`src/hw/rtl/dtzc_pkg.sv`:
```
package dtzc_pkg;

    localparam int unsigned TimeBits = 32;
    localparam int unsigned WhenBits = 15;
    localparam int unsigned OffBits  = 11;

    localparam logic [2:0] CFG_DST_WHEN = 3'd0;
    localparam logic [2:0] CFG_DST_OFF  = 3'd1;
    localparam logic [2:0] CFG_STD_WHEN = 3'd2;
    localparam logic [2:0] CFG_STD_OFF  = 3'd3;

    localparam logic [7:0] NO_YEAR = 8'd255;

    typedef struct packed {
        logic                req_type;
        logic [TimeBits-1:0] time_value;
    } t_in;

    typedef struct packed {
        logic [TimeBits-1:0] converted_time;
        logic                is_dst;
    } t_out;

    // days before the first of month m in a common year
    function automatic logic [8:0] f_cum_days(input logic [3:0] m);
        logic [8:0] d;
        unique case (m)
            4'd2:    d = 9'd31;
            4'd3:    d = 9'd59;
            4'd4:    d = 9'd90;
            4'd5:    d = 9'd120;
            4'd6:    d = 9'd151;
            4'd7:    d = 9'd181;
            4'd8:    d = 9'd212;
            4'd9:    d = 9'd243;
            4'd10:   d = 9'd273;
            4'd11:   d = 9'd304;
            4'd12:   d = 9'd334;
            default: d = 9'd0;
        endcase
        return d;
    endfunction

    // the same, modulo 7
    function automatic logic [2:0] f_cum_m7(input logic [3:0] m);
        logic [2:0] d;
        unique case (m)
            4'd2:    d = 3'd3;
            4'd3:    d = 3'd3;
            4'd4:    d = 3'd6;
            4'd5:    d = 3'd1;
            4'd6:    d = 3'd4;
            4'd7:    d = 3'd6;
            4'd8:    d = 3'd2;
            4'd9:    d = 3'd5;
            4'd10:   d = 3'd0;
            4'd11:   d = 3'd3;
            4'd12:   d = 3'd5;
            default: d = 3'd0;
        endcase
        return d;
    endfunction

    function automatic logic [TimeBits-1:0] f_off_secs(input logic [OffBits-1:0] o);
        logic [TimeBits-1:0] w;
        logic [TimeBits-1:0] p;
        w = {{(TimeBits-OffBits){o[OffBits-1]}}, o};
        p = TimeBits'(w * 32'd60);
        return p;
    endfunction

    function automatic logic [3:0] f_mod7(input logic [3:0] v);
        return (v >= 4'd7) ? v - 4'd7 : v;
    endfunction

endpackage

```
`src/hw/rtl/dst_time_zone_converter_top.sv`:
```
// An input beat passes the divide state, the year search and, when its year is not cached,
// a rebuild of the change instants, then the compare and done states.
// Throughput: one item at a time; the next input beat is taken the cycle after the result
// is loaded, and a result still waiting in the output register holds the next load.
// The day count comes from one reciprocal multiply; the year search walks one year a cycle.
// Reset (synchronous, active low) clears rules, offsets and instants and marks the cache empty.
module dst_time_zone_converter_top (
    input  logic              i_clk,
    input  logic              i_rst_n,
    input  logic              i_in_valid,
    output logic              o_in_stall,
    input  dtzc_pkg::t_in     i_in_data,
    output logic              o_out_valid,
    input  logic              i_out_stall,
    output dtzc_pkg::t_out    o_out_data,
    input  logic              i_cfg_we,
    input  logic [2:0]        i_cfg_idx,
    input  logic [14:0]       i_cfg_data
);
    import dtzc_pkg::*;

    localparam logic [3:0] S_IDLE = 4'd0;
    localparam logic [3:0] S_DIV  = 4'd1;
    localparam logic [3:0] S_YEAR = 4'd2;
    localparam logic [3:0] S_RDAY = 4'd3;
    localparam logic [3:0] S_RMUL = 4'd4;
    localparam logic [3:0] S_RADD = 4'd5;
    localparam logic [3:0] S_RUTC = 4'd6;
    localparam logic [3:0] S_CMP  = 4'd7;
    localparam logic [3:0] S_DONE = 4'd8;

    localparam logic [25:0] DAY_RECIP = 26'd50903317;

    logic [3:0]          r_state;
    logic [14:0]         r_dst_when, r_std_when;
    logic [10:0]         r_dst_off, r_std_off;
    logic [7:0]          r_cyear;
    logic [31:0]         r_dst_loc, r_std_loc, r_dst_utc, r_std_utc;
    logic                r_dir;
    logic [31:0]         r_t;
    logic [15:0]         r_q;
    logic [15:0]         r_acc;
    logic [2:0]          r_m7;
    logic [7:0]          r_yoff;
    logic                r_sel;
    logic [16:0]         r_rd;
    logic [31:0]         r_prod;
    logic [31:0]         r_loc;
    logic                r_isdst;
    logic                r_ovalid;
    t_out                r_out;

    logic [50:0] recip;
    logic        leap;
    logic [16:0] ysum;
    logic [2:0]  ystep;
    logic [14:0] rule;
    logic [3:0]  mon, m2;
    logic        week0;
    logic [16:0] base;
    logic [3:0]  bm7, dd;
    logic [16:0] n_rd;
    logic [33:0] mul;
    logic [31:0] s_d, s_s;
    logic        n_dst;
    logic [31:0] offs, res;
    logic        load;

    assign o_in_stall  = (r_state != S_IDLE);
    assign o_out_valid = r_ovalid;
    assign o_out_data  = r_out;

    always_comb begin
        // days = (t >> 7) / 675, exact for a 25-bit dividend
        recip   = r_t[31:7] * DAY_RECIP;
        leap    = (r_yoff[1:0] == 2'd2) && (r_yoff != 8'd130);
        ystep   = leap ? 3'd2 : 3'd1;
        ysum    = {1'b0, r_acc} + (leap ? 17'd366 : 17'd365);

        rule  = r_sel ? r_std_when : r_dst_when;
        mon   = rule[9:6];
        if (mon == 4'd0) begin
            mon = 4'd1;
        end else if (mon > 4'd12) begin
            mon = 4'd12;
        end
        week0 = (rule[2:0] == 3'd0);
        m2    = week0 ? mon + 4'd1 : mon;
        if (m2 == 4'd13) begin
            base = ysum;
            bm7  = f_mod7({1'b0, r_m7} + {1'b0, ystep});
        end else begin
            base = {1'b0, r_acc} + {8'd0, f_cum_days(m2)}
                 + {16'd0, (leap && m2 > 4'd2)};
            bm7  = f_mod7({1'b0, r_m7} + {1'b0, f_cum_m7(m2)}
                 + {3'd0, (leap && m2 > 4'd2)});
        end
        // bm7 is the weekday of the base day, 0 = Sunday
        dd   = f_mod7({1'b0, rule[5:3]} + 4'd6 - bm7);
        n_rd = base + {13'd0, dd}
             + (week0 ? 17'h1FFF9 : 17'(7 * (rule[2:0] - 3'd1)));

        mul = r_rd * 17'd86400;

        s_d   = r_dir ? r_dst_loc : r_dst_utc;
        s_s   = r_dir ? r_std_loc : r_std_utc;
        n_dst = (s_s > s_d) ? (r_t >= s_d && r_t < s_s) : !(r_t >= s_s && r_t < s_d);

        offs = f_off_secs(r_isdst ? r_dst_off : r_std_off);
        res  = r_dir ? r_t - offs : r_t + offs;
        load = (r_state == S_DONE) && (!r_ovalid || !i_out_stall);
    end

    always_ff @(posedge i_clk) begin
        if (!i_rst_n) begin
            r_state    <= S_IDLE;
            r_dst_when <= '0;
            r_std_when <= '0;
            r_dst_off  <= '0;
            r_std_off  <= '0;
            r_cyear    <= NO_YEAR;
            r_dst_loc  <= '0;
            r_std_loc  <= '0;
            r_dst_utc  <= '0;
            r_std_utc  <= '0;
            r_ovalid   <= 1'b0;
        end else begin
            if (load) begin
                r_ovalid <= 1'b1;
                r_out    <= '{converted_time: res, is_dst: r_isdst};
            end else if (r_ovalid && !i_out_stall) begin
                r_ovalid <= 1'b0;
            end

            unique case (r_state)
                S_IDLE: begin
                    if (i_in_valid) begin
                        r_dir   <= i_in_data.req_type;
                        r_t     <= i_in_data.time_value;
                        r_state <= S_DIV;
                    end
                end
                S_DIV: begin
                    r_q     <= recip[50:35];
                    r_acc   <= '0;
                    r_m7    <= 3'd4;
                    r_yoff  <= '0;
                    r_state <= S_YEAR;
                end
                S_YEAR: begin
                    if ({1'b0, r_q} >= ysum) begin
                        r_acc  <= ysum[15:0];
                        r_yoff <= r_yoff + 8'd1;
                        r_m7   <= 3'(f_mod7({1'b0, r_m7} + {1'b0, ystep}));
                    end else if (r_cyear == r_yoff) begin
                        r_state <= S_CMP;
                    end else begin
                        r_sel   <= 1'b0;
                        r_state <= S_RDAY;
                    end
                end
                S_RDAY: begin
                    r_rd    <= n_rd;
                    r_state <= S_RMUL;
                end
                S_RMUL: begin
                    r_prod  <= mul[31:0];
                    r_state <= S_RADD;
                end
                S_RADD: begin
                    r_loc <= r_prod + {15'd0, 17'(rule[14:10]) * 17'd3600};
                    if (r_sel) begin
                        r_std_loc <= r_prod + {15'd0, 17'(rule[14:10]) * 17'd3600};
                    end else begin
                        r_dst_loc <= r_prod + {15'd0, 17'(rule[14:10]) * 17'd3600};
                    end
                    r_state <= S_RUTC;
                end
                S_RUTC: begin
                    if (r_sel) begin
                        r_std_utc <= r_loc - f_off_secs(r_dst_off);
                        r_cyear   <= r_yoff;
                        r_state   <= S_CMP;
                    end else begin
                        r_dst_utc <= r_loc - f_off_secs(r_std_off);
                        r_sel     <= 1'b1;
                        r_state   <= S_RDAY;
                    end
                end
                S_CMP: begin
                    r_isdst <= n_dst;
                    r_state <= S_DONE;
                end
                S_DONE: begin
                    if (load) begin
                        r_state <= S_IDLE;
                    end
                end
                default: r_state <= S_IDLE;
            endcase

            if (i_cfg_we) begin
                unique case (i_cfg_idx)
                    CFG_DST_WHEN: begin
                        r_dst_when <= i_cfg_data;
                        r_cyear    <= NO_YEAR;
                    end
                    CFG_DST_OFF: begin
                        r_dst_off <= i_cfg_data[10:0];
                        r_cyear   <= NO_YEAR;
                    end
                    CFG_STD_WHEN: begin
                        r_std_when <= i_cfg_data;
                        r_cyear    <= NO_YEAR;
                    end
                    CFG_STD_OFF: begin
                        r_std_off <= i_cfg_data[10:0];
                        r_cyear   <= NO_YEAR;
                    end
                    default: ;
                endcase
            end
        end
    end

    a_cache_range: assert property (@(posedge i_clk) disable iff (!i_rst_n)
        r_cyear <= 8'd136 || r_cyear == NO_YEAR)
        else $error("cached year out of range");

    a_cfg_inval: assert property (@(posedge i_clk) disable iff (!i_rst_n)
        (i_cfg_we && i_cfg_idx <= CFG_STD_OFF) |=> r_cyear == NO_YEAR)
        else $error("rule write left cache valid");

    a_days_range: assert property (@(posedge i_clk) disable iff (!i_rst_n)
        r_state == S_YEAR |-> r_q <= 16'd49710)
        else $error("day count out of range");

endmodule

```
`config.mk`:
```
export PLATFORM = sky130hd
export DESIGN_NAME = dst_time_zone_converter_top
export DESIGN_NICKNAME = d
export VERILOG_FILES = /design/src/hw/rtl/dtzc_pkg.sv /design/src/hw/rtl/dst_time_zone_converter_top.sv
export SDC_FILE = /design/constraint.sdc
export NUM_CORES = 2
export LEC_CHECK = 0
export ABC_AREA = 1
export ABC_CLOCK_PERIOD_IN_PS = 10170
export BUFFER_PORTS_ARGS = -buffer_cell sky130_fd_sc_hd__buf_2
export CAP_MARGIN = 30
export CORE_MARGIN = 1
export CORE_UTILIZATION = 45
export DETAILED_ROUTE_END_ITERATION = 10
export PLACE_DENSITY = 0.62
export SLEW_MARGIN = 20
export SYNTH_ARGS = -nofsm -noshare
export SYNTH_HDL_FRONTEND = slang
export SYNTH_SLANG_ARGS = --single-unit
```
`constraint.sdc`:
```
create_clock -name i_clk -period 10.17 [get_ports i_clk]
set_input_delay 2.034 -clock i_clk [delete_from_list [all_inputs] [get_ports i_clk]]
set_output_delay 2.034 -clock i_clk [all_outputs]
set_load 0.02 [all_outputs]
```
==> flow_metrics.py <==
metrics = {
    "setup_path": {
        "critPathMostFrequentCell": "nand2_1",
        "crit_arrival_ps": 9080,
        "r2r-end": "r_rd[15]$_DFFE_PP_",
        "cp_slowest_cell": "edfxtp_1",
        "path_buf_inv": 8,
        "crit_type": "flop to flop",
        "critPathTopFamily": "adder cells",
        "cp_max_fo": 17,
        "reg2reg_depth": 44,
        "crit_start": "r_sel$_DFFE_PP_",
        "cp-start-kind": "flop",
        "r2r_setup_slack_ps": 1440,
        "worst-endpoint-required_ps": 10520,
        "critPathMaxStageDelay_ps": 670,
        "r2r_start": "r_sel$_DFFE_PP_",
        "critPathCaptureType": "flop",
    },
    "drt": {
        "vias_per_cell": 5.24,
        "antenna_left": 0,
        "wire_per_inst_um": 18.0,
        "drtIter0Drc": 2307,
        "drtPass1Iterations": 6,
        "drt_wl_total_um": 116000,
        "via_count": 33700,
        "drc": 0,
    },
    "cts": {
        "cts.sinks": 362,
        "h-tree-depth": 2,
        "ctsResizeCount": 0,
        "cts_setup_buffers": 0,
        "path_clk_slew_ps": 70,
        "cts_made_buffers": 45,
        "clockBufferDepth": 3,
        "clock_latency_ps": 620,
        "cts_hold_buf": 0,
        "cts_root_buf": "clkbuf_16",
        "cts_tree": "built",
    },
    "timing": {
        "max_clock_freq_ghz": 0.115,
        "worst_pin_slew_ps": 1020,
        "finalCritPeriodShare": 0.858,
        "maxSlewHeadroom": 0.316,
        "setup_tns_ps": 0,
        "finalMaxSlewViolations": 0,
        "hold_viol": 0,
        "fin_worst_skew_ps": 36.8,
        "setup_violations": 0,
        "rsz0062_at_grt": "no",
        "period_minus_slack_ps": 8730,
    },
    "logic_synthesis": {
        "ys_top_cells_by_count": "inv_1 (991), nand2_1 (785), ha_1 (707)",
        "ys_async_sr_fraction": 0,
        "synth_warnings": 0,
        "synth-seq-cells": 362,
        "synth_most_common_cell": "inv_1",
        "syn_area_per_cell_um2": 8.09,
        "mappedNetlistArea_um2": 41400,
        "synth_top_flop_cell": "edfxtp_1",
        "synth_area_leaders": "ha_1 (21%), fa_1 (14%), edfxtp_1 (13%)",
        "synth_edf_count": 181,
        "synth_seq_area_share": 0.219,
        "ys_types": 55,
        "synth_top_cell_by_area": "ha_1",
        "syn-num-nets": 6172,
        "synth_cells": 5121,
        "yosysTopAreaCellShare": 0.214,
    },
    "global_route": {
        "grt_pass1_vias": 32800,
        "grt_max_degree": 83,
        "grt-ovfl-total": 0,
        "antenna_found_initial": 1,
        "grt_util_all_layers": 0.250,
        "grt_first_pass_wirelength_um": 184000,
    },
    "layout": {
        "layout.nets": 6272,
        "instances_no_fill": 6434,
        "final_cell_area_um2": 45000,
        "diodes": 0,
        "fillCellCount": 8829,
        "final_layout_size_suffix_gt1_frac": 0.0508,
        "area_delta_synth_final_pct": 8.68,
    },
    "placement": {
        "dp.cells": 6349,
        "dp_hpwl_um": 94800,
        "port_buffers": 90,
        "placed_cell_area_um2": 43400,
        "gp_congestion": 0.955,
    },
    "floorplanning": {
        "die_h_um": 305,
        "ios": 91,
        "start_util": 0.457,
        "die_x_um": 305,
        "rows": 110,
        "coreArea_um2": 90600,
        "die-area_um2": 93200,
    },
    "status": {
        "status": "finished, final reports clean",
    },
    "worst_hold_path": {
        "worstHoldStart": "r_dst_when[14]$_SDFFE_PN0P_",
        "hold_class": "flop to flop",
        "min_path_cells": 2,
        "worstHoldEndpoint": "r_dst_when[14]$_SDFFE_PN0P_",
    },
    "run": {
        "max_cap_viol_count": 0,
    },
    "power": {
        "p_per_area_nw_per_um2": 239,
        "peakVddDrop_v": 0.000272,
        "p_total_mw": 10.8,
        "power.leakage_nw": 22.8,
    },
}
cells in the final DEF, fill, tap and decap left out, drive strengths merged, types with 133 or more instances in the layout:
master / n
a21oi: 403
dfxtp: 181
buf: 133
edfxtp: 181
fa: 288
nor2: 341
inv: 997
o21ai: 404
xor2: 141
nand3: 145
ha: 707
nand2: 790
metal layers:
metal / global-route usage / share of wire / vias up
met1: 0.335 / 0.46 / 15800
met2: 0.428 / 0.47 / 724
li1: - / - / 17000
met3: 0.0256 / 0.042 / 153
met4: 0.0720 / 0.028 / 0
met5: 0 / 0 / -
state kept, by name (all words and copies together), names as in the netlist, 15 cells and up:
signal,cells
r_q,16
r_acc,16
r_rd,17
r_dst_when,15
r_dst_utc,30
r_prod,25
r_std_utc,30
r_loc,28
r_dst_loc,28
o_out_data,33
r_t,32
r_std_when,15
r_std_loc,28
worst reg2reg max path: cells and delay by family, from the launching register on:
kind,cells,cell delay (ps)
adder cells (fa/ha/maj),11,3450
AND/OR/NAND/NOR,15,1920
AO/OA/AOI/OAI,8,1160
buffers and inverters,8,910
flip-flops,1,670
XOR/XNOR,2,370
through the flow:
step	utilization	hold WS [ps]	worst slack, ps
after global routing	0.497	457	595
after global placement	0.478	431	1700
after CTS	0.497	444	1450
final	0.497	444	1440
after detailed placement	0.479	434	1490
after floorplan	-	420	2550
worst max-delay path by stage:
| stage | slack (ps) | depth (start not counted) | endpoint |
|---|---|---|---|
| 6_report | 1440 | 44 | r_rd[15]$_DFFE_PP_ |
| 5_1_grt | 590 | 39 | r_rd[15]$_DFFE_PP_ |
| 4_1_cts | 1450 | 43 | r_rd[15]$_DFFE_PP_ |
| 3_5_place_dp | 1490 | 43 | r_rd[15]$_DFFE_PP_ |
| 3_3_place_gp | 1700 | 42 | r_rd[16]$_DFFE_PP_ |
| 2_1_floorplan | 2550 | 43 | r_rd[15]$_DFFE_PP_ |
report_power, final:
part | internal (mW) | switching, mW | leakage, nW | total, mW
Combinational | 2.68 | 4.48 | 18.9 | 7.16
Clock | 1.05 | 0.704 | 0.791 | 1.75
Sequential | 1.79 | 0.0683 | 3.11 | 1.86
Total | 5.51 | 5.26 | 22.8 | 10.8
cell type report:
type                            instances  area (um2)  share of cell area
Clock inverter                         25         310             0.00689
Sequential cell                       362        9060               0.201
Tap cell                             1176        1470              0.0327
Inverter                              998        3750              0.0833
Timing Repair Buffer                  133         798              0.0177
Clock buffer                           59        1320              0.0292
Multi-Input combinational cell       3681       28300               0.629
logic make-up (layout without fill, tap and decap cells):
family / count (synthesis) / count (layout) / synth area share
and+or+nand+nor: 1444 / 1444 / 0.145
muxes: 3 / 3 / 0.000725
adders and majority gates: 995 / 995 / 0.353
DFF: 362 / 362 / 0.219
buffers and inverters: 1078 / 1215 / 0.0986
AOI/OAI and AO/OA: 1021 / 1021 / 0.138
xor gates and xnor gates: 218 / 218 / 0.0461
No activity file was read; power rests on OpenSTA's default activity.
